$ cat src/hw/rtl/hmca_pkg.sv
`default_nettype none

package hmca_pkg;

   // Field widths fixed by the beat formats
   localparam int IdWidth       = 16;
   localparam int WeightWidth   = 32;
   localparam int LevelWidth    = 2;
   localparam int PartsWidth    = 9;
   localparam int DistWidth     = 16;
   localparam int CostWidth     = 64;
   localparam int CsrIndexWidth = 3;
   localparam int CsrDataWidth  = 16;

   // Hardware levels, stride and reciprocal widths
   localparam int HwLevels      = 3;
   localparam int StrideWidth   = 2 * PartsWidth;
   localparam int RecipWidth    = 33;
   localparam int RecipShift    = 32;
   localparam int ProdWidth     = IdWidth + RecipWidth;
   localparam int CostProdWidth = WeightWidth + DistWidth;

   // Work queue between front and back end
   localparam int QueueDepth    = 4;
   localparam int QueuePtrWidth = $clog2(QueueDepth);
   localparam int QueueCntWidth = $clog2(QueueDepth + 1);

   // Configuration register map
   typedef enum logic [CsrIndexWidth-1:0] {
      CSR_LEVEL_COUNT = 3'd0,
      CSR_PARTS0      = 3'd1,
      CSR_PARTS1      = 3'd2,
      CSR_PARTS2      = 3'd3,
      CSR_DIST0       = 3'd4,
      CSR_DIST1       = 3'd5,
      CSR_DIST2       = 3'd6
   } csr_index_type;

   typedef struct packed {
      logic [IdWidth-1:0]     src_block;
      logic [IdWidth-1:0]     dst_block;
      logic [WeightWidth-1:0] weight;
      logic                   last_edge;
   } req_beat_type;

   typedef struct packed {
      logic [CostWidth-1:0] total_cost;
   } rsp_beat_type;

   // Level setup seen by the classifier
   typedef struct packed {
      logic [LevelWidth-1:0]              top_level;
      logic [HwLevels-1:0][DistWidth-1:0] distance;
   } level_cfg_type;

   // Reciprocals of the level strides and their status
   typedef struct packed {
      logic                  busy;
      logic                  big2;
      logic [RecipWidth-1:0] recip1;
      logic [RecipWidth-1:0] recip2;
   } recip_type;

   // Classified edge waiting for the back end
   typedef struct packed {
      logic [WeightWidth-1:0] weight;
      logic [DistWidth-1:0]   distance;
      logic                   last_edge;
   } work_type;

endpackage

`default_nettype wire

$ cat src/hw/rtl/hmca_chan_if.sv
`default_nettype none


// Total cost channel
interface hmca_rsp_if;
   logic                  valid;
   logic                  ready;
   hmca_pkg::rsp_beat_type data;

   modport source (output valid, output data, input ready);
   modport sink   (input valid, input data, output ready);
endinterface

`default_nettype wire

$ cat src/hw/rtl/hmca_back.sv
`default_nettype none

// Back end: weight * distance, saturating 64-bit sum, result register
module hmca_back (
   input  wire logic                  clock,
   input  wire logic                  reset,
   input  wire logic                  pop_valid,
   input  wire hmca_pkg::work_type    pop_data,
   output logic                       pop_ready,
   hmca_rsp_if.source                 rsp_chan
);

   localparam int CW = hmca_pkg::CostWidth;
   localparam int MW = hmca_pkg::CostProdWidth;

   logic            m_valid_ff;
   logic [MW-1:0]   m_prod_ff;
   logic            m_last_ff;
   logic [CW-1:0]   acc_ff;
   logic            rsp_valid_ff;
   logic [CW-1:0]   rsp_total_ff;

   logic            m_take;
   logic [CW:0]     sum_in;
   logic [CW-1:0]   sat_in;

   // A last beat waits until the result register is free
   assign m_take    = m_valid_ff && (!m_last_ff || !rsp_valid_ff || rsp_chan.ready);
   assign pop_ready = !m_valid_ff || m_take;

   assign sum_in = {1'b0, acc_ff} + (CW + 1)'(m_prod_ff);
   assign sat_in = sum_in[CW] ? '1 : sum_in[CW-1:0];

   // Product stage
   always_ff @(posedge clock) begin
      if (reset) begin
         m_valid_ff <= 1'b0;
      end else if (pop_ready) begin
         m_valid_ff <= pop_valid;
      end
      if (pop_ready && pop_valid) begin
         m_prod_ff <= MW'(pop_data.weight) * MW'(pop_data.distance);
         m_last_ff <= pop_data.last_edge;
      end
   end

   // Accumulator and result register
   always_ff @(posedge clock) begin
      if (reset) begin
         acc_ff       <= '0;
         rsp_valid_ff <= 1'b0;
      end else begin
         if (m_take) begin
            acc_ff <= m_last_ff ? '0 : sat_in;
         end
         if (m_take && m_last_ff) begin
            rsp_valid_ff <= 1'b1;
         end else if (rsp_chan.ready) begin
            rsp_valid_ff <= 1'b0;
         end
      end
      if (m_take && m_last_ff) begin
         rsp_total_ff <= sat_in;
      end
   end

   assign rsp_chan.valid           = rsp_valid_ff;
   assign rsp_chan.data.total_cost = rsp_total_ff;

   a_last_clears: assert property (@(posedge clock) disable iff (reset)
      (m_take && m_last_ff) |=> (rsp_valid_ff && acc_ff == '0))
      else $error("last beat did not post a result and clear the sum");

   a_sat_sticks: assert property (@(posedge clock) disable iff (reset)
      (acc_ff == '1 && !(m_take && m_last_ff)) |=> (acc_ff == '1))
      else $error("saturated sum left its maximum");

endmodule

`default_nettype wire

$ cat src/flat_wrapper.sv
// flat-port wrapper written by rule: the top's interface ports become plain ports
module hmca_back_flat 
  (clock, reset, pop_valid, pop_data, pop_ready, rsp_chan_valid, rsp_chan_data, rsp_chan_ready);
  hmca_rsp_if rsp_chan_i ();
  input  wire logic clock;
  input  wire logic reset;
  input  wire logic pop_valid;
  input  wire hmca_pkg::work_type pop_data;
  output logic pop_ready;
  output wire logic [$bits(rsp_chan_i.valid)-1:0] rsp_chan_valid;
  output wire logic [$bits(rsp_chan_i.data)-1:0] rsp_chan_data;
  input wire logic [$bits(rsp_chan_i.ready)-1:0] rsp_chan_ready;
  assign rsp_chan_valid = rsp_chan_i.valid;
  assign rsp_chan_data = rsp_chan_i.data;
  assign rsp_chan_i.ready = rsp_chan_ready;
  hmca_back u_core (.clock(clock), .reset(reset), .pop_valid(pop_valid), .pop_data(pop_data), .pop_ready(pop_ready), .rsp_chan(rsp_chan_i));
endmodule
$ cat config.mk
export PLATFORM = sky130hd
export DESIGN_NAME = hmca_back_flat
export DESIGN_NICKNAME = d
export VERILOG_FILES = /design/src/hw/rtl/hmca_pkg.sv /design/src/hw/rtl/hmca_chan_if.sv /design/src/hw/rtl/hmca_back.sv /design/src/flat_wrapper.sv
export SDC_FILE = /design/constraint.sdc
export NUM_CORES = 2
export LEC_CHECK = 0
export BUFFER_PORTS_ARGS = -buffer_cell sky130_fd_sc_hd__buf_2
export CORE_MARGIN = 4
export CORE_UTILIZATION = 40
export DETAILED_ROUTE_END_ITERATION = 7
export HOLD_SLACK_MARGIN = 0.03
export SETUP_SLACK_MARGIN = 0.3
export SYNTH_ARGS = -nofsm -noshare
export SYNTH_HDL_FRONTEND = slang
export SYNTH_SLANG_ARGS = --single-unit
$ cat constraint.sdc
create_clock -name clock -period 8.3 [get_ports clock]
set_clock_uncertainty 0.2 [all_clocks]
set_input_delay 1.66 -clock clock [delete_from_list [all_inputs] [get_ports clock]]
set_output_delay 1.66 -clock clock [all_outputs]
set_load 0.03 [all_outputs]
Word-level counts from Yosys, hierarchy flattened:

Cells that the tools add are included.

* add/sub/neg operators: 1
* multipliers: 1
* muxes and demuxes: 4
* reductions and logical operators: 10

Operator list (count)
* 64-bit two-way mux: 2
* 64-bit by 48-bit adder with 65-bit output: 1
* 32-bit by 16-bit multiplier with 48-bit output: 1
* 1-bit logical AND: 3
* 1-bit logical NOT: 3
* 1-bit logical OR: 3
* 1-bit two-way mux: 2
* 2-bit nonzero test: 1

* register bits after elaboration: 179
* input bits: 53
* output and inout bits: 66
* logic and storage cells: 22

Logic depth before layout (Yosys ltp):

* word-level depth: 6
* gate-level depth with buffers: 25
* gate-level depth less buffers: 24

Worst setup path after synthesis:

OpenSTA, ideal clock, no wires.

* path kind: in2reg
* start: in pop_data[24] in the netlist's numbering
* end: reg u_core.m_prod_ff[45] (data pin)
* library setup time: 0.258 ns
* arrival time: 7.197 ns
* data required time: 7.842 ns
* setup slack: 0.645 ns
* stages on the path: 24
* path through: clkbuf_1 -> nand2_1 -> fa_1 -> inv_1 -> fa_1 -> inv_1 -> fa_1 -> inv_1 -> fa_1 -> fa_1 -> inv_1 -> fa_1 -> inv_1 -> ha_1 -> nand4_1 -> nor2_1 -> o211ai_1 -> nand2_1 -> a21oi_1 -> o31a_1 -> a31o_2 -> or3_1 -> a31oi_1 -> xnor2_1

* cells in the longest elaborated chain, start to end: 1

Ends and longest elaborated chain
* from (decl): RTL line flat_wrapper.sv:8 `input wire hmca_pkg::work_type pop_data;`
* 32-bit by 16-bit multiplier with 48-bit output: RTL line hmca_back.sv:42 `m_prod_ff <= MW'(pop_data.weight) * MW'(pop_data.distance);`
* to (signal assigned): RTL line hmca_back.sv:42
* to (decl): RTL line hmca_back.sv:17 `logic [MW-1:0] m_prod_ff;`

No other way between the ends.
A chain may end at the register's enable or synchronous reset.

Final worst setup path:

* start: in pop_data[7] in the netlist's numbering
* end: reg u_core.m_prod_ff[45] (data pin)

The elaborated chain is that of the path after synthesis.

==> flow_summary.json <==
{
  "cts_hold_buffers": 0,
  "cp-start-kind": "input pin",
  "hp-start": "u_core.acc_ff[26]",
  "clock_path_buffers": 2,
  "grt_pass1_vias": 20233,
  "synth_top_area_share_pct": 33.2,
  "clkTransAtPathRegs_ns": 0.07,
  "cts_root_buf": "clkbuf_16",
  "initial_core_util_pct": 40.7,
  "r2r-start": "u_core.m_prod_ff[0]",
  "cp.arrival_ns": 7.71,
  "synth-seq-cells": 179,
  "drive_above_1_share_pct": 8.66,
  "synth_common_cells": "458 x inv_1, 430 x nand2_1, 419 x fa_1, 230 x and2_1, 168 x ha_1",
  "gp_congestion": 0.927,
  "cts_num_sinks": 179,
  "outcome": "complete, no violations",
  "io_buffers": 118,
  "drc_errors": 0,
  "yosys_warnings": 0,
  "path_class": "input pin to flop",
  "numCtsBuffers": 17,
  "reg2reg_depth": 14,
  "wl_per_cell_um": 17.9,
  "setup_viol": 0,
  "die_area_um2": 67300,
  "cts_tree": "built",
  "required_ns": 8.30,
  "dp_hpwl_um": 52700,
  "area_growth_pct": 8.74,
  "clock.fmax_ghz": 0.130,
  "drtIter0Drc": 1196,
  "synthCells": 2724,
  "firstDrtPassIters": 7,
  "drtAntennaViolNets": 0,
  "layout.nets": 3422,
  "hp-class": "flop to flop",
  "reg2reg_to": "u_core.acc_ff[9]",
  "hold_depth": 1,
  "row_count": 91,
  "synth_async_sr_flop_share_pct": 0,
  "cp_max_fo": 19,
  "core-area_um2": 62200,
  "ys.flop_type": "edfxtp_1",
  "rrSetupSlack_ns": 4.00,
  "cp-end-kind": "flop",
  "grt_pass1_wl_um": 108000,
  "fin_crit_ns": 7.71,
  "worstMarginPinSlew_ns": 0.837,
  "syn_avg_cell_area_um2": 9.28,
  "avgViaCountPerCell": 5.15,
  "ys_types": 75,
  "synth_top_cell_by_area": "fa_1",
  "grt-ovfl-total": 0,
  "vias": 18719,
  "timing.final.crit_share_pct": 92.9,
  "critPathLaunch": "pop_data[7]",
  "synth_area_leaders": "fa_1 33%, edfxtp_1 13%, ha_1 8.3%",
  "fp.dieW_um": 259,
  "antenna_found_initial": 3,
  "relSlewSlack_pct": 44.2,
  "cts_max_level": 4,
  "fp.dieH_um": 259,
  "rsz0062_at_grt": "false",
  "hold_viol": 0,
  "clk-insertion-delay-late_ns": 0.45,
  "postLayoutCoreUtil_pct": 44.2,
  "maxSlewViolCount": 0,
  "syn_area_um2": 25300,
  "grt_max_degree": 65,
  "maxCapViolations": 0,
  "synth_edf_count": 113,
  "synth_seq_area_share_pct": 18.6,
  "routed_wirelength_um": 64900,
  "yosysMostFrequentCell": "inv_1",
  "synth_nets": 3364,
  "hold-path-endpoint": "u_core.acc_ff[26]",
  "grt_use_total_pct": 19.6,
  "ios": 119
}
==> flip-flops by register name, summed over array words and instances, names as in the netlist <==
| name | flops |
|---|---|
| u_core.rsp_chan.valid | 1 |
| u_core.m_prod_ff | 48 |
| u_core.m_valid_ff | 1 |
| u_core.acc_ff | 64 |
| u_core.m_last_ff | 1 |
| u_core.rsp_chan.data | 64 |
==> how the worst max path moves through the flow <==
stage,end,slack [ns],depth (start not counted)
floorplan,u_core.m_prod_ff[45],0.65,24
global placement,u_core.m_prod_ff[45],0.0009,24
detailed placement,u_core.m_prod_ff[46],-0.06,24
CTS,u_core.m_prod_ff[46],0.43,24
global route,u_core.m_prod_ff[45],0.31,24
finish,u_core.m_prod_ff[45],0.59,23
==> logic make-up (layout without fill, tap and decap cells) <==
kind of cell / after synthesis / in the layout / synth area share (%)
AO/OA/AOI/OAI: 387 / 387 / 10.5
AND/OR/NAND/NOR: 873 / 873 / 16.6
adder cells (fa/ha/maj): 587 / 587 / 41.5
flip-flops: 179 / 179 / 18.6
buffers and inverters: 595 / 666 / 9.04
multiplexers: 7 / 7 / 0.302
XOR/XNOR: 96 / 96 / 3.33
other: 0 / 2 / 0
==> worst max-delay path: stages <==
cell     delay [ns]
buf_2          0.29
buf_6          0.25
and2_1         0.16
fa_1           0.41
inv_1          0.08
fa_1           0.44
fa_1           0.52
inv_1          0.05
fa_1           0.48
fa_1           0.54
inv_1          0.07
fa_1           0.48
inv_1          0.04
ha_1           0.42
nand2_1        0.09
o21a_1         0.21
o21ai_0        0.16
a21oi_1        0.09
o31a_1         0.35
a31o_2         0.29
or3_1          0.37
a31oi_1        0.17
xnor2_1        0.08
==> per-stage QoR <==
| step | instance area [um^2] | hold slack [ns] | setup WS [ns] | TNS (ns) | std cells |
|---|---|---|---|---|---|
| after floorplan | 25300 | 0.247 | 0.645 | 0 | 2724 |
| after global placement | 26900 | 0.261 | 0.000876 | 0 | 3600 |
| after detailed placement | 26900 | 0.263 | -0.0594 | -0.242 | 3600 |
| after CTS | 27500 | 0.286 | 0.434 | 0 | 3632 |
| after global routing | 27500 | 0.299 | 0.314 | 0 | 3633 |
| final | 27500 | 0.285 | 0.585 | 0 | 3634 |
==> layout make-up <==
type | count | area (um^2)
clock buffers | 18 | 429
fillers | 6112 | 34700
repair buffers | 176 | 1120
clock inverters | 14 | 124
well taps | 837 | 1050
diodes | 2 | 5.00
inverters | 458 | 1720
flip-flops and latches | 179 | 4710
multi-input cells | 1950 | 18300
==> placed cells by master (no fill, tap or decap), types with 8 or more instances in the layout <==
cell	count
a22o_1	49
and2_1	229
nor2b_1	8
or4_1	8
a31oi_1	14
o21ai_0	41
o21ai_1	14
fa_1	419
edfxtp_1	113
clkbuf_16	17
o211ai_1	8
nand3_1	31
a21oi_1	107
ha_1	167
nand4_1	32
inv_1	458
nor3_1	12
nand2_1	430
a21o_1	59
nor2_1	74
buf_2	115
buf_4	49
xor2_1	41
nand2b_1	12
o21a_1	11
xnor2_1	55
dfxtp_1	66
o21bai_1	19
==> per-layer routing <==
| layer | wire length, um | GRT usage (%) |
|---|---|---|
| met5 | 0 | 0 |
| met4 | 1150 | 4.42 |
| met3 | 3390 | 2.99 |
| met2 | 29900 | 31.6 |
| met1 | 30400 | 28.0 |
==> timing repair <==
item | CTS | global route
endpoints found under the setup margin | 0 | 8
buffers inserted | 0 | 0
resized for setup | 0 | 10
Power is not shown: default switching activity piles up to over one toggle a cycle in this logic, so the estimate is an artifact.
