==> src/hw/rtl/hmca_pkg.sv <==
`default_nettype none

package hmca_pkg;

   // Field widths fixed by the beat formats
   localparam int IdWidth       = 16;
   localparam int WeightWidth   = 32;
   localparam int LevelWidth    = 2;
   localparam int PartsWidth    = 9;
   localparam int DistWidth     = 16;
   localparam int CostWidth     = 64;
   localparam int CsrIndexWidth = 3;
   localparam int CsrDataWidth  = 16;

   // Hardware levels, stride and reciprocal widths
   localparam int HwLevels      = 3;
   localparam int StrideWidth   = 2 * PartsWidth;
   localparam int RecipWidth    = 33;
   localparam int RecipShift    = 32;
   localparam int ProdWidth     = IdWidth + RecipWidth;
   localparam int CostProdWidth = WeightWidth + DistWidth;

   // Work queue between front and back end
   localparam int QueueDepth    = 4;
   localparam int QueuePtrWidth = $clog2(QueueDepth);
   localparam int QueueCntWidth = $clog2(QueueDepth + 1);

   // Configuration register map
   typedef enum logic [CsrIndexWidth-1:0] {
      CSR_LEVEL_COUNT = 3'd0,
      CSR_PARTS0      = 3'd1,
      CSR_PARTS1      = 3'd2,
      CSR_PARTS2      = 3'd3,
      CSR_DIST0       = 3'd4,
      CSR_DIST1       = 3'd5,
      CSR_DIST2       = 3'd6
   } csr_index_type;

   typedef struct packed {
      logic [IdWidth-1:0]     src_block;
      logic [IdWidth-1:0]     dst_block;
      logic [WeightWidth-1:0] weight;
      logic                   last_edge;
   } req_beat_type;

   typedef struct packed {
      logic [CostWidth-1:0] total_cost;
   } rsp_beat_type;

   // Level setup seen by the classifier
   typedef struct packed {
      logic [LevelWidth-1:0]              top_level;
      logic [HwLevels-1:0][DistWidth-1:0] distance;
   } level_cfg_type;

   // Reciprocals of the level strides and their status
   typedef struct packed {
      logic                  busy;
      logic                  big2;
      logic [RecipWidth-1:0] recip1;
      logic [RecipWidth-1:0] recip2;
   } recip_type;

   // Classified edge waiting for the back end
   typedef struct packed {
      logic [WeightWidth-1:0] weight;
      logic [DistWidth-1:0]   distance;
      logic                   last_edge;
   } work_type;

endpackage

`default_nettype wire

==> src/hw/rtl/hmca_stride.sv <==
`default_nettype none

// Works out stride reciprocals ceil(2^32 / stride) for levels 1 and 2
// with one shared restoring divider, one quotient bit per cycle.
module hmca_stride (
   input  wire logic                                clock,
   input  wire logic                                reset,
   input  wire logic                                start,
   input  wire logic [hmca_pkg::PartsWidth-1:0]     parts0,
   input  wire logic [hmca_pkg::PartsWidth-1:0]     parts1,
   output hmca_pkg::recip_type                      recip
);

   localparam int SW = hmca_pkg::StrideWidth;
   localparam int QW = hmca_pkg::RecipShift;
   localparam int CW = $clog2(QW);

   typedef enum logic [1:0] {
      ST_IDLE,
      ST_MUL,
      ST_DIV1,
      ST_DIV2
   } state_type;

   state_type                          state_ff;
   logic [SW-1:0]                      stride2_ff;
   logic [SW-1:0]                      rem_ff;
   logic [QW-1:0]                      quo_ff;
   logic [CW-1:0]                      bit_cnt_ff;
   logic [hmca_pkg::RecipWidth-1:0]    recip1_ff;
   logic [hmca_pkg::RecipWidth-1:0]    recip2_ff;
   logic                               big2_ff;

   logic [SW-1:0]                      divisor;
   logic [SW:0]                        shifted;
   logic                               ge;
   logic [SW-1:0]                      rem_in;
   logic [QW-1:0]                      quo_in;
   logic [hmca_pkg::RecipWidth-1:0]    recip_in;

   // One divider step on dividend 2^32-1: bring in a one, subtract if it fits
   always_comb begin
      divisor  = (state_ff == ST_DIV1) ? SW'(parts0) : stride2_ff;
      shifted  = {rem_ff, 1'b1};
      ge       = (shifted >= {1'b0, divisor});
      rem_in   = ge ? SW'(shifted - {1'b0, divisor}) : SW'(shifted);
      quo_in   = {quo_ff[QW-2:0], ge};
      recip_in = {1'b0, quo_in} + hmca_pkg::RecipWidth'(1);
   end

   // Sequencer: product stride, then two divisions
   always_ff @(posedge clock) begin
      if (reset) begin
         state_ff <= ST_MUL;
      end else if (start) begin
         state_ff <= ST_MUL;
      end else begin
         case (state_ff)
            ST_IDLE: begin
               state_ff <= ST_IDLE;
            end
            ST_MUL: begin
               stride2_ff <= SW'(parts0) * SW'(parts1);
               rem_ff     <= '0;
               quo_ff     <= '0;
               bit_cnt_ff <= CW'(QW - 1);
               state_ff   <= ST_DIV1;
            end
            ST_DIV1: begin
               rem_ff     <= rem_in;
               quo_ff     <= quo_in;
               bit_cnt_ff <= bit_cnt_ff - CW'(1);
               if (bit_cnt_ff == '0) begin
                  recip1_ff  <= recip_in;
                  rem_ff     <= '0;
                  quo_ff     <= '0;
                  bit_cnt_ff <= CW'(QW - 1);
                  state_ff   <= ST_DIV2;
               end
            end
            ST_DIV2: begin
               rem_ff     <= rem_in;
               quo_ff     <= quo_in;
               bit_cnt_ff <= bit_cnt_ff - CW'(1);
               if (bit_cnt_ff == '0) begin
                  recip2_ff <= recip_in;
                  // stride at or above 2^16: every id has quotient zero
                  big2_ff   <= (stride2_ff[SW-1:hmca_pkg::IdWidth] != '0);
                  state_ff  <= ST_IDLE;
               end
            end
            default: begin
               state_ff <= ST_MUL;
            end
         endcase
      end
   end

   assign recip.busy   = (state_ff != ST_IDLE);
   assign recip.big2   = big2_ff;
   assign recip.recip1 = recip1_ff;
   assign recip.recip2 = recip2_ff;

endmodule

`default_nettype wire

==> config.mk <==
export PLATFORM = sky130hd
export DESIGN_NAME = hmca_stride
export DESIGN_NICKNAME = d
export VERILOG_FILES = /design/src/hw/rtl/hmca_pkg.sv /design/src/hw/rtl/hmca_stride.sv
export SDC_FILE = /design/constraint.sdc
export NUM_CORES = 1
export LEC_CHECK = 0
export ABC_AREA = 1
export ABC_CLOCK_PERIOD_IN_PS = 8300
export BUFFER_PORTS_ARGS = -buffer_cell sky130_fd_sc_hd__buf_4
export CAP_MARGIN = 20
export CORE_ASPECT_RATIO = 0.6
export CORE_MARGIN = 5
export CORE_UTILIZATION = 40
export DETAILED_ROUTE_END_ITERATION = 6
export HOLD_SLACK_MARGIN = 0.06
export PLACE_DENSITY = 0.57
export SYNTH_ARGS = -nofsm -noshare
export SYNTH_HDL_FRONTEND = slang
export SYNTH_SLANG_ARGS = --single-unit
==> constraint.sdc <==
create_clock -name clock -period 8.3 [get_ports clock]
set_input_delay 0.415 -clock clock [delete_from_list [all_inputs] [get_ports clock]]
set_output_delay 0.415 -clock clock [all_outputs]
set_load 0.02 [all_outputs]
### Word level (Yosys, flattened, before mapping)

Cells that the tools add are included.
Widths: inputs -> output; s select.

* register bits: 141
* output and inout bits: 68
* logic and storage cells: 42

* magnitude comparators: 1
* equal/unequal tests: 5
* mux-type cells: 11
* bitwise logic cells: 2
* add/subtract/negate cells: 3
* multiply operators: 1
* reduce and logical (&&, ||, !) cells: 11

Operator list (count)
* $pmux 31 s3: 1
* $mux 18: 3
* $pmux 18 s3: 1
* $add 32x1->33 const B: 1
* $mux 31: 1
* $ge 19x18->1: 1
* $mul 9x9->18: 1
* $sub 18x18->18: 1
* $pmux 5 s3: 1
* $pmux 2 s4: 1
* $reduce_and 4->1: 2
* $reduce_and 3->1: 2
* $logic_not 5->1: 1
* $mux 5: 1
* $sub 5x1->5 const B: 1
* $eq 2x2->1 const B: 2
* $mux 2: 2
* $reduce_bool 2->1: 2
* $reduce_bool 3->1: 1
* $eq 2x1->1 const B: 1
* $logic_not 2->1: 1
* $ne 2x1->1 const B: 1
* $ne 2x2->1 const B: 1
* $not 1->1: 2
* other kinds (2): 2

### Logic depth before layout (Yosys ltp)

* word-level depth: 6
* mapped depth: 24
* mapped depth without buffers: 22

### Worst setup path before layout

No wires, ideal clock.

* kind: input to register
* from: in parts0[5] (netlist name)
* to: reg stride2_ff[14], data pin
* stages on the path: 16
* setup slack: 3823 ps
* data required time: 8038 ps
* arrival time: 4215 ps
* setup time: 262 ps
* cells stage by stage: clkbuf_1 -> nand2_1 -> fa_1 -> inv_1 -> fa_1 -> inv_1 -> fa_1 -> fa_1 -> inv_1 -> ha_1 -> nand2_1 -> o21ai_0 -> a21oi_1 -> o21ai_0 -> a21oi_1 -> xor2_1

* word-level cells in the longest chain between the ends: 1

Ends and longest elaborated chain
* start, declared: line hmca_stride.sv:9 `input wire logic [hmca_pkg::PartsWidth-1:0] parts0,`
* $mul 9x9->18: line hmca_stride.sv:63 `stride2_ff <= SW'(parts0) * SW'(parts1);`
* end signal, assigned: line hmca_stride.sv:63
* end, declared: line hmca_stride.sv:26 `logic [SW-1:0] stride2_ff;`

No other way between the ends.
A chain may end at the register's enable or synchronous reset.

### Worst setup path after layout

* from: reg state_ff[0]
* to: reg recip2_ff[22] (netlist name), data pin

* word-level cells in the longest chain between the ends: 4

Ends and longest elaborated chain
* start, declared: line hmca_stride.sv:25 `state_type state_ff;`
* start signal, assigned: line hmca_stride.sv:54 `state_ff <= ST_MUL;`
* start signal, assigned: line hmca_stride.sv:56 `state_ff <= ST_MUL;`
* start signal, assigned: line hmca_stride.sv:60 `state_ff <= ST_IDLE;`
* $eq 2x2->1: line hmca_stride.sv:43 `divisor = (state_ff == ST_DIV1) ? SW'(parts0) : stride2_ff;`
* $mux 18: line hmca_stride.sv:43
* $ge 19x18->1: line hmca_stride.sv:45 `ge = (shifted >= {1'b0, divisor});`
* $add 32x1->33: line hmca_stride.sv:48 `recip_in = {1'b0, quo_in} + hmca_pkg::RecipWidth'(1);`
* net recip_in (one bit): line hmca_stride.sv:39 `logic [hmca_pkg::RecipWidth-1:0] recip_in;`
* end signal, assigned: line hmca_stride.sv:86 `recip2_ff <= recip_in;`
* end, declared: line hmca_stride.sv:31 `logic [hmca_pkg::RecipWidth-1:0] recip2_ff;`

The timed path passes the listed nets, and every way through them passes these cells.

==> run summary <==
largest area contributor in the netlist: edfxtp_1
Setup Skew: 0.00898 ns
Ports: 89
PortBufs: 88
Worst-Margin Slew: 1.02 ns
met2 Use GR: 21.5%
max cap viols: 0
Antenna diodes: 0
path depth of the worst reg2reg path: 21
Fin. Hold Viols: 0
antenna violations before repair: 0
clock transition at the registers of the reported paths: 0.06 ns
wire per inst: 15.0 um
GRT overflow: 0
Async S/R FF share, synth: 0%
CTS tree: done
hold endpoint: state_ff[0]$_SDFFE_PN1P_
GRT Util Overall: 16.5%
Power Density: 231 mW/mm^2
std cell rows: 43
TritonCTS Buffers: 17
RSZ-0062 raised after global routing: no
Worst Hold Class: input port to register
Area growth syn-to-layout: 16.7%
mapped cell area: 0.00944 mm^2
Mapped Cells: 1004
Fillers: 2189
Die Y: 129 um
Avg Synthesized Cell Area: 9.40 um^2
layout cells sized above 1: 13.8%
deepest clock path buffer count: 2
Slew Limit Fails: 0
Core Region: 0.0232 mm^2
outcome: complete, no violations
fin area: 0.0110 mm^2
Post-DP Area: 0.0104 mm^2
first-pass GRT wire length: 35300 um
Clock Tree Root: clkbuf_16
maximum achievable frequency: 203 MHz
worst vdd ir: 146 uV
vias: 6677
Critical Path Sink Type: register
post-synth net total: 1138
Max FO, Critical Path: 43
CP Launch Type: register
Routed WL: 21100 um
met1 Use GR: 27.3%
vias in the first global route: 6552
post-route minimum period: 4.93 ns
register area share after synthesis: 44.6%
Yosys warning count: 0
Netlist cell types: 41
DRC Markers: 0
Setup TNS Final: 0 ns
Die Wd: 208 um
part of the cycle the worst path needs: 59.4%
HP Start: reset
number of H-tree levels: 4
largest net degree at the start of global routing: 55
TritonRoute pass-1 iters: 5
FF-to-FF End: recip2_ff[22]$_DFFE_PP_
CP required: 8.45 ns
CTS Sinks: 141
Post-synth EDFFs: 139
post-CTS sizing: 0
hold bufs inserted after CTS: 0
R2R Setup Slk: 3.37 ns
final count of negative-setup-slack endpoints: 0
GP Congestion: 0.879
M3 GR Usage: 3.97%
critical path type: register to register
synth top area cells: edfxtp_1, fa_1, inv_1, nand2_1, ha_1
NumNets Final: 1220
top-area cell type share of the netlist area: 44.2%
busiest grt layer: met1
Die Area: 0.0269 mm^2
Iter 0 DRT Violations: 418
Critical Path AT: 5.08 ns
Seq cells post-synth: 141
dpl hpwl: 16100 um
vias per cell: 4.72
Final ANT Viol Nets: 0
hold depth: 3
Slew headroom: 31.8%
FF-to-FF Start: state_ff[0]$_SDFFE_PN1P_
worst skew pair latency: 0.42 ns
post-CTS setup buffer count: 0
LEAKAGE: 5.22 nW
initial core utilization: 40.7%
Primary FF master, synth: edfxtp_1
metrics by stage:
step	hold WS [ns]	power [mW]	utilization, %	cells	setup WS (ns)
6_report	0.266	2.55	47.5	1414	3.37
2_1_floorplan	0.508	1.58	-	1004	3.82
4_1_cts	0.255	2.57	47.5	1414	3.37
5_1_grt	0.275	2.75	47.5	1414	2.90
3_3_place_gp	0.546	1.76	44.9	1382	3.34
3_5_place_dp	0.568	1.77	44.9	1382	3.41
layout make-up:
type	instances	area [um^2]	share of cell area, %
Sequential cell	141	4210	38.2
Timing Repair Buffer	92	691	6.27
Multi-Input combinational cell	617	4300	39.0
Clock buffer	19	433	3.93
Inverter	217	815	7.39
Tap cell	315	394	3.58
Clock inverter	13	173	1.57
worst max-delay path: stages (launching register included):
cell,delay (ns)
dfxtp_1,0.32
inv_1,0.12
ha_1,0.59
inv_1,0.42
nand2_1,0.17
nand2_1,0.09
ha_1,0.21
fa_1,0.39
inv_1,0.12
nand3_1,0.10
nand3_2,0.13
nand2_2,0.08
nand2_4,0.37
ha_1,0.27
nand2_1,0.10
nor2_2,0.19
nand4_2,0.20
inv_2,0.13
nand2_1,0.10
nor2_1,0.23
nand3_1,0.12
xor2_1,0.18
state kept, by name, indices dropped and copies added, names as in the netlist:
name	flops
state_ff	2
stride2_ff	18
bit_cnt_ff	5
recip1_ff	33
quo_ff	31
recip2_ff	33
big2_ff	1
rem_ff	18
logic make-up (layout without fill, tap and decap cells):
family	count (synthesis)	count (layout)	synth area share, %
flip-flops	141	141	44.6
XOR/XNOR	42	42	3.90
AO/OA/AOI/OAI	96	96	5.46
AND/OR/NAND/NOR	360	360	16.3
adder cells (fa/ha/maj)	113	113	19.0
multiplexers	6	6	0.636
buffers and inverters	246	341	10.0
how the worst max path moves through the flow:
stage	from	endpoint	slack, ns	depth (start not counted)
2_1_floorplan	parts0[5]	stride2_ff[14]$_DFFE_PP_	3.82	16
3_3_place_gp	state_ff[0]$_SDFFE_PN1P_	recip1_ff[32]$_DFFE_PP_	3.34	21
3_5_place_dp	state_ff[0]$_SDFFE_PN1P_	recip1_ff[22]$_DFFE_PP_	3.41	21
4_1_cts	state_ff[0]$_SDFFE_PN1P_	recip1_ff[32]$_DFFE_PP_	3.37	21
5_1_grt	state_ff[0]$_SDFFE_PN1P_	recip2_ff[32]$_DFFE_PP_	2.90	21
6_report	state_ff[0]$_SDFFE_PN1P_	recip2_ff[22]$_DFFE_PP_	3.37	21
cells in the mapped netlist (3+ instances only):
cell type	instances
nor2_2	7
a31oi_1	3
nand3_2	3
mux2i_1	6
xnor2_1	11
nand4_1	4
a21oi_1	49
nor3_1	10
xor2_1	31
a21o_1	3
inv_1	213
buf_4	3
o21bai_1	5
fa_1	51
nor2_1	85
edfxtp_1	139
nand2_1	211
ha_1	62
or2_2	4
nand3_1	23
inv_2	4
clkbuf_1	22
o21ai_0	32
per-layer routing:
| metal | up-vias | part of all wire, % | wire length (um) |
|---|---|---|---|
| met5 | - | 0 | 0 |
| met4 | 0 | 0.67 | 141 |
| met3 | 11 | 6.5 | 1360 |
| met2 | 172 | 37 | 7860 |
| met1 | 3173 | 56 | 11800 |
| li1 | 3321 | - | - |
layout by cell type, fill, tap and decap left out, drive strengths merged, types with 6 or more instances in the layout:
| master | netlist | final |
|---|---|---|
| clkinv | 0 | 8 |
| o21bai | 6 | 6 |
| clkbuf | 22 | 19 |
| nor3 | 10 | 10 |
| nand3 | 26 | 26 |
| o21ai | 33 | 33 |
| buf | 7 | 92 |
| xor2 | 31 | 31 |
| nor2 | 94 | 94 |
| mux2i | 6 | 6 |
| ha | 62 | 62 |
| xnor2 | 11 | 11 |
| edfxtp | 139 | 139 |
| nand2 | 215 | 215 |
| inv | 217 | 217 |
| nand4 | 6 | 6 |
| a21oi | 49 | 49 |
| fa | 51 | 51 |
report_power, final:
part	internal [mW]	leakage, nW	switching (mW)
logic	0.327	3.63	0.547
registers	0.866	1.30	0.0179
clock network	0.499	0.296	0.293
Power figures use the tool's default switching activity.
