--- config.mk ---
export PLATFORM = sky130hd
export DESIGN_NAME = hmca_front_flat
export DESIGN_NICKNAME = d
export VERILOG_FILES = /design/src/hw/rtl/hmca_pkg.sv /design/src/hw/rtl/hmca_chan_if.sv /design/src/hw/rtl/hmca_front.sv /design/src/flat_wrapper.sv
export SDC_FILE = /design/constraint.sdc
export NUM_CORES = 2
export LEC_CHECK = 0
export ABC_CLOCK_PERIOD_IN_PS = 5800
export BUFFER_PORTS_ARGS = -buffer_cell sky130_fd_sc_hd__buf_4
export CELL_PAD_IN_SITES_DETAIL_PLACEMENT = 1
export CELL_PAD_IN_SITES_GLOBAL_PLACEMENT = 2
export CORE_AREA = 2 2 448 450
export DETAILED_ROUTE_END_ITERATION = 8
export DIE_AREA = 0 0 450 452
export GPL_TIMING_DRIVEN = 0
export HOLD_SLACK_MARGIN = 0.1
export PLACE_DENSITY = 0.79
export SYNTH_ARGS = -nofsm -noshare
export SYNTH_HDL_FRONTEND = slang
export SYNTH_SLANG_ARGS = --single-unit
--- constraint.sdc ---
create_clock -name clock -period 5.8 [get_ports clock]
set_input_delay 0.29 -clock clock [delete_from_list [all_inputs] [get_ports clock]]
set_output_delay 0.29 -clock clock [all_outputs]
set_load 0.1 [all_outputs]
--- src/hw/rtl/hmca_pkg.sv ---
`default_nettype none

package hmca_pkg;

   // Field widths fixed by the beat formats
   localparam int IdWidth       = 16;
   localparam int WeightWidth   = 32;
   localparam int LevelWidth    = 2;
   localparam int PartsWidth    = 9;
   localparam int DistWidth     = 16;
   localparam int CostWidth     = 64;
   localparam int CsrIndexWidth = 3;
   localparam int CsrDataWidth  = 16;

   // Hardware levels, stride and reciprocal widths
   localparam int HwLevels      = 3;
   localparam int StrideWidth   = 2 * PartsWidth;
   localparam int RecipWidth    = 33;
   localparam int RecipShift    = 32;
   localparam int ProdWidth     = IdWidth + RecipWidth;
   localparam int CostProdWidth = WeightWidth + DistWidth;

   // Work queue between front and back end
   localparam int QueueDepth    = 4;
   localparam int QueuePtrWidth = $clog2(QueueDepth);
   localparam int QueueCntWidth = $clog2(QueueDepth + 1);

   // Configuration register map
   typedef enum logic [CsrIndexWidth-1:0] {
      CSR_LEVEL_COUNT = 3'd0,
      CSR_PARTS0      = 3'd1,
      CSR_PARTS1      = 3'd2,
      CSR_PARTS2      = 3'd3,
      CSR_DIST0       = 3'd4,
      CSR_DIST1       = 3'd5,
      CSR_DIST2       = 3'd6
   } csr_index_type;

   typedef struct packed {
      logic [IdWidth-1:0]     src_block;
      logic [IdWidth-1:0]     dst_block;
      logic [WeightWidth-1:0] weight;
      logic                   last_edge;
   } req_beat_type;

   typedef struct packed {
      logic [CostWidth-1:0] total_cost;
   } rsp_beat_type;

   // Level setup seen by the classifier
   typedef struct packed {
      logic [LevelWidth-1:0]              top_level;
      logic [HwLevels-1:0][DistWidth-1:0] distance;
   } level_cfg_type;

   // Reciprocals of the level strides and their status
   typedef struct packed {
      logic                  busy;
      logic                  big2;
      logic [RecipWidth-1:0] recip1;
      logic [RecipWidth-1:0] recip2;
   } recip_type;

   // Classified edge waiting for the back end
   typedef struct packed {
      logic [WeightWidth-1:0] weight;
      logic [DistWidth-1:0]   distance;
      logic                   last_edge;
   } work_type;

endpackage

`default_nettype wire

--- src/hw/rtl/hmca_chan_if.sv ---
`default_nettype none

// Edge beat channel
interface hmca_req_if;
   logic                  valid;
   logic                  ready;
   hmca_pkg::req_beat_type data;

   modport source (output valid, output data, input ready);
   modport sink   (input valid, input data, output ready);
endinterface


`default_nettype wire

--- src/hw/rtl/hmca_front.sv ---
`default_nettype none

// Front end: takes edge beats, splits ids into level quotients by
// reciprocal multiply, picks the distance of the highest differing level.
module hmca_front (
   input  wire logic                       clock,
   input  wire logic                       reset,
   input  wire logic                       hold,
   input  wire hmca_pkg::recip_type        recip,
   input  wire hmca_pkg::level_cfg_type    cfg,
   hmca_req_if.sink                        req_chan,
   output logic                            push_valid,
   output hmca_pkg::work_type              push_data,
   input  wire logic                       push_ready
);

   localparam int IW = hmca_pkg::IdWidth;
   localparam int PW = hmca_pkg::ProdWidth;
   localparam int RS = hmca_pkg::RecipShift;

   logic                         s1_valid_ff;
   hmca_pkg::req_beat_type       s1_beat_ff;

   logic                         s2_valid_ff;
   logic                         s2_diff_ff;
   logic [IW-1:0]                s2_q1s_ff;
   logic [IW-1:0]                s2_q1d_ff;
   logic [IW-1:0]                s2_q2s_ff;
   logic [IW-1:0]                s2_q2d_ff;
   logic [hmca_pkg::WeightWidth-1:0] s2_weight_ff;
   logic                         s2_last_ff;

   logic                         adv;
   logic [PW-1:0]                prod_1s;
   logic [PW-1:0]                prod_1d;
   logic [PW-1:0]                prod_2s;
   logic [PW-1:0]                prod_2d;
   logic [hmca_pkg::DistWidth-1:0] dist_sel;

   assign adv            = !s2_valid_ff || push_ready;
   assign req_chan.ready = adv && !hold;

   // Quotient id / stride = (id * recip) >> 32, exact for 16-bit ids
   assign prod_1s = PW'(s1_beat_ff.src_block) * PW'(recip.recip1);
   assign prod_1d = PW'(s1_beat_ff.dst_block) * PW'(recip.recip1);
   assign prod_2s = PW'(s1_beat_ff.src_block) * PW'(recip.recip2);
   assign prod_2d = PW'(s1_beat_ff.dst_block) * PW'(recip.recip2);

   // Input register and quotient register
   always_ff @(posedge clock) begin
      if (reset) begin
         s1_valid_ff <= 1'b0;
         s2_valid_ff <= 1'b0;
      end else if (adv) begin
         s1_valid_ff <= req_chan.valid && req_chan.ready;
         s2_valid_ff <= s1_valid_ff;
      end
      if (adv) begin
         s1_beat_ff   <= req_chan.data;
         s2_diff_ff   <= (s1_beat_ff.src_block != s1_beat_ff.dst_block);
         s2_q1s_ff    <= prod_1s[RS+IW-1:RS];
         s2_q1d_ff    <= prod_1d[RS+IW-1:RS];
         s2_q2s_ff    <= recip.big2 ? '0 : prod_2s[RS+IW-1:RS];
         s2_q2d_ff    <= recip.big2 ? '0 : prod_2d[RS+IW-1:RS];
         s2_weight_ff <= s1_beat_ff.weight;
         s2_last_ff   <= s1_beat_ff.last_edge;
      end
   end

   // Highest level whose quotients differ; level 0 differs whenever ids do
   always_comb begin
      if (!s2_diff_ff) begin
         dist_sel = '0;
      end else if (cfg.top_level == 2'd2 && s2_q2s_ff != s2_q2d_ff) begin
         dist_sel = cfg.distance[2];
      end else if (cfg.top_level != 2'd0 && s2_q1s_ff != s2_q1d_ff) begin
         dist_sel = cfg.distance[1];
      end else begin
         dist_sel = cfg.distance[0];
      end
   end

   assign push_valid          = s2_valid_ff;
   assign push_data.weight    = s2_weight_ff;
   assign push_data.distance  = dist_sel;
   assign push_data.last_edge = s2_last_ff;

endmodule

`default_nettype wire

--- src/flat_wrapper.sv ---
// flat-port wrapper written by rule: the top's interface ports become plain ports
module hmca_front_flat 
  (clock, reset, hold, recip, cfg, push_valid, push_data, push_ready, req_chan_valid, req_chan_data, req_chan_ready);
  hmca_req_if req_chan_i ();
  input  wire logic clock;
  input  wire logic reset;
  input  wire logic hold;
  input  wire hmca_pkg::recip_type recip;
  input  wire hmca_pkg::level_cfg_type cfg;
  output logic push_valid;
  output hmca_pkg::work_type push_data;
  input  wire logic push_ready;
  input wire logic [$bits(req_chan_i.valid)-1:0] req_chan_valid;
  input wire logic [$bits(req_chan_i.data)-1:0] req_chan_data;
  output wire logic [$bits(req_chan_i.ready)-1:0] req_chan_ready;
  assign req_chan_i.valid = req_chan_valid;
  assign req_chan_i.data = req_chan_data;
  assign req_chan_ready = req_chan_i.ready;
  hmca_front u_core (.clock(clock), .reset(reset), .hold(hold), .recip(recip), .cfg(cfg), .req_chan(req_chan_i), .push_valid(push_valid), .push_data(push_data), .push_ready(push_ready));
endmodule
=== After elaboration in Yosys (flattened, before gate mapping) ===
Index checks and enable logic that the tools add are counted.

* Word-level logic and storage cells: 32
* Input port bits: 188
* Bits in registers: 165

* Mux-type cells: 3
* Equality and inequality tests: 4
* $mul: 4
* Reductions and logical operators: 8

{| class="wikitable"
|+ Operators with widths
! operator !! count
|-
| 16-bit by 33-bit multiplier with 48-bit output || 4
|-
| 16-bit 2-to-1 mux || 3
|-
| 16-bit inequality test || 3
|-
| 1-bit logical AND || 4
|-
| 2-bit == test (second input constant) || 1
|-
| 1-bit logical NOT || 2
|-
| 2-bit nonzero test || 1
|-
| 1-bit logical OR || 1
|}

=== Depth between registers and ports, before layout ===
* Depth in word-level cells: 5
* Mapped depth: 25
* Gate-level depth less buffers: 23

=== Worst setup path after synthesis ===
OpenSTA, ideal clock, no wires.

* Path type: register to register
* From: register u_core.s1_beat_ff[50] in the netlist's numbering
* To: register u_core.s2_q2s_ff[15] (data pin)
* Arrival time: 6.173 ns
* Cell stages (with the launch flop): 25
* Required time: 5.539 ns
* Slack: -0.633 ns
* Library setup time: 0.261 ns
* Path through: edfxtp_1 > clkbuf_1 > clkbuf_1 > nand2_1 > fa_1 > inv_1 > fa_1 > inv_1 > fa_1 > inv_1 > fa_1 > fa_1 > inv_1 > fa_1 > inv_1 > ha_1 > nand3_1 > nor4_1 > o2111ai_1 > a41o_1 > and3_1 > o21bai_1 > a21oi_1 > mux2i_1 > a311o_1

* Word-level cells in the longest chain between the ends: 1

{| class="wikitable"
|+ Ends and longest elaborated chain
! what !! line !! text
|-
| start: declaration || hmca_front.sv:22 || <nowiki>hmca_pkg::req_beat_type s1_beat_ff;</nowiki>
|-
| start signal: assignment || hmca_front.sv:59 || <nowiki>s1_beat_ff <= req_chan.data;</nowiki>
|-
| 16-bit by 33-bit multiplier with 48-bit output || hmca_front.sv:46 || <nowiki>assign prod_2s = PW'(s1_beat_ff.src_block) * PW'(recip.recip2);</nowiki>
|-
| end signal: assignment || hmca_front.sv:63 || <nowiki>s2_q2s_ff <= recip.big2 ? '0 : prod_2s[RS+IW-1:RS];</nowiki>
|-
| end: declaration || hmca_front.sv:28 || <nowiki>logic [IW-1:0] s2_q2s_ff;</nowiki>
|}

No other way between the ends.
A chain may end at the register's enable or synchronous reset.

=== Worst setup path in the final report ===
* From: input port recip[23] in the netlist's numbering
* To: register u_core.s2_q2d_ff[15] (data pin)

* Word-level cells in the longest chain between the ends: 1

{| class="wikitable"
|+ Ends and longest elaborated chain
! what !! line !! text
|-
| start: declaration || flat_wrapper.sv:8 || <nowiki>input wire hmca_pkg::recip_type recip;</nowiki>
|-
| 16-bit by 33-bit multiplier with 48-bit output || hmca_front.sv:47 || <nowiki>assign prod_2d = PW'(s1_beat_ff.dst_block) * PW'(recip.recip2);</nowiki>
|-
| end signal: assignment || hmca_front.sv:64 || <nowiki>s2_q2d_ff <= recip.big2 ? '0 : prod_2d[RS+IW-1:RS];</nowiki>
|-
| end: declaration || hmca_front.sv:29 || <nowiki>logic [IW-1:0] s2_q2d_ff;</nowiki>
|}

No other way between the ends.

==> metrics.txt <==
largest family of logic cells by synthesized area adder cells; Clock Sinks between 150 and 200; Critical Path Max Stage Delay approximately 1.1 ns; Post-Synth Simple-Gate Area 0.168; die height approximately 450 um; Setup TNS Final -59.64 ns; mux share of post-synthesis cell area 0.00277; Mapped Area between 60000 and 70000 um2; CTS Buf Count 17; critical path's slowest cell clkbuf_1; Wirelength per Cell 26.7 um; vias per std cell a little over 5; post-route cell area ~84000 um2; Peak Freq approximately 140 MHz; largest net degree at the start of global routing 112; GRT Util Overall 0.288; reg-to-reg slack, setup -1.19 ns; Synth area leader fa_1; leading cell types in the layout, fill and taps excluded inv_1, fa_1, nand2_1, and2_1, buf_4; first-pass GRT wire length between 400 and 500 mm; routability cong. between 0.9 and 1; final period utilization 1.21; Setup CP Type input pin to register; I/O Pins between 200 and 250; Hold Worst Slack 0.164 ns; violated checks negative setup slack; FILL cells between 20000 and 25000; synth unique cells 73; final setup vio count 64; port bufs 236; Max clock buf depth 2; post-route minimum period 7.00 ns; syn nets about 10000; ANT nets after route 0; vias in the first global route between 60000 and 70000; skew final 0.0642 ns; Remaining Overflow, GRT 0; crit path capture type register; cell count after synthesis ~7600; CTS Root Buffer Type clkbuf_16; nets@finish around 11000; unrepaired setup endpoints after global routing yes; async set-reset flop share out of synthesis 0; commonest non-fill, non-tap cell in the layout inv_1; XOR/XNOR Fraction of Synth Area 0.0146; Post-synth EDFFs between 150 and 200; clk slew on worst S/H paths around 0.080 ns; measured slew at the worst slew-check pin between 1 and 1.5 ns; delay-heaviest family, CP adder cells; DR vias ~56000; crit start category input pin; Pre-antenna DRT Iters 5; DPL Wire Length about 230 mm; Hold WC Path Type input pin to register; max-slew violations 0; Die Span X 450 um; crit-path most repeated cell fa_1; CTS tree yes; crit-path max FO 10; final hold vios 0; H-tree depth 4; Syn Area/Cell 9.11 um2; fraction of layout cells with a size suffix above 1 0.158; post-synthesis adder-cell area fraction 0.581; Yosys warnings 0; Synth area leaders fa_1, inv_1, ha_1, and2_1, nand2_1; main flop type after synthesis edfxtp_1; Clk Latency, worst-skew pair 0.61 ns; status finished with violations; Site Rows 164; DR iter-0 viols 4381; Seq/Total Area, Yosys 0.0714; Routed WL 291 mm; area growth from synthesis to layout 21.9%; WP data required ~6 ns; Starting Density 0.348; synthesized flop and latch total about 170; Crit path buffers/inverters 5; CORE AREA between 150000 and 200000 um2; CP Data Arrival Time roughly 7.3 ns; complex-gate fraction of the synthesized area 0.0383; drc violations 0; worst setup slack after layout -1.20 ns; post-synth top area share 0.498; crit-path cells buf_4, clkbuf_1, nand2_1, fa_1, inv_1, fa_1, fa_2, fa_1, fa_2, fa_1, ha_4, nand4_1, nor4_4, buf_6, nand2_4, nor3_4, buf_12, o31ai_4, a21boi_2, o2111ai_2, nand4_1, o311ai_4; initial antenna violation count between 40 and 50; post-place instance area ~75000 um2; die area 203000 um2; Rel. slew slack 0.0343; max-cap violations 0
-- cell usage after synthesis (39+ instances only) --
cell type / n
xnor2_1: 59
clkbuf_1: 419
and2_1: 836
nand3_1: 39
nand2_1: 1345
a21o_1: 68
o21ai_0: 65
edfxtp_1: 163
fa_1: 1720
inv_1: 1853
xor2_1: 56
nor2_1: 86
a21oi_1: 125
ha_1: 456
-- per-stage QoR --
| step | setup WS (ns) | util | instances |
|---|---|---|---|
| 3_5_place_dp | -3.31 | 0.380 | 10500 |
| 3_3_place_gp | -3.23 | 0.379 | 10500 |
| 5_1_grt | -1.31 | 0.424 | 10900 |
| 6_report | -1.20 | 0.424 | 10900 |
| 2_1_floorplan | -0.224 | - | 7589 |
| 4_1_cts | -1.12 | 0.412 | 10800 |
-- flip-flops by register name, summed over array words and instances, names as in the netlist, 16 cells and up --
signal / count
u_core.s2_q1s_ff: 16
u_core.s2_q2d_ff: 16
u_core.s2_q2s_ff: 16
u_core.s1_beat_ff: 65
u_core.s2_weight_ff: 32
u_core.s2_q1d_ff: 16
-- logic make-up after synthesis --
logic type	Yosys count
multiplexers	19
buffers and inverters	2289
AO/OA/AOI/OAI	396
adder cells (fa/ha/maj)	2176
flip-flops	165
XOR/XNOR	115
AND/OR/NAND/NOR	2429
-- worst paths after layout --
kind / to / cells after the start / start
max: u_core.s2_q2d_ff[15] / 22 / recip[23]
min: u_core.push_valid / 4 / push_ready
max reg2reg: u_core.s2_q2d_ff[15] / 27 / u_core.s1_beat_ff[42]
min reg2reg: u_core.s2_weight_ff[7] / 0 / u_core.s1_beat_ff[8]
-- routing by layer --
metal  wire [um]  global-route usage  up-vias
li1            -                   -    23300
met1      114000               0.365    29800
met2      134000               0.462     2194
met3       25200              0.0642      604
met4       17700               0.148       28
met5         183                   0        -
-- cell type report --
cell class	count	area, um2	share of cell area
clock buffer	17	425	0.00505
timing repair buffer	628	5660	0.0671
tap	2656	3320	0.0394
antenna	22	55.1	0.000653
sequential	165	4930	0.0586
clock inverter	15	198	0.00235
buffer	421	3960	0.0470
multi-input combinational	5135	58800	0.697
inverter	1853	6970	0.0827
-- worst register-to-register path, delay by kind of cell (launching register included) --
family | cells | cell delay, ns
AND/OR/NAND/NOR | 6 | 0.97
AO/OA/AOI/OAI | 4 | 0.64
flip-flops | 1 | 0.55
adder cells (fa/ha/maj) | 7 | 3.23
buffers and inverters | 10 | 1.28
-- timing repair --
action                     in CTS  in global routing
gates resized for setup       733                374
setup buffers                 177                142
pin swaps                     222                277
setup endpoints to repair      64                 64
hold endpoints to repair       67                  0
cloned                          4                  5
hold buffers                   67                  0
Power is left out: the tool's default activity adds up to more than one toggle a clock period on the data nets, which glitch-free logic cannot reach.
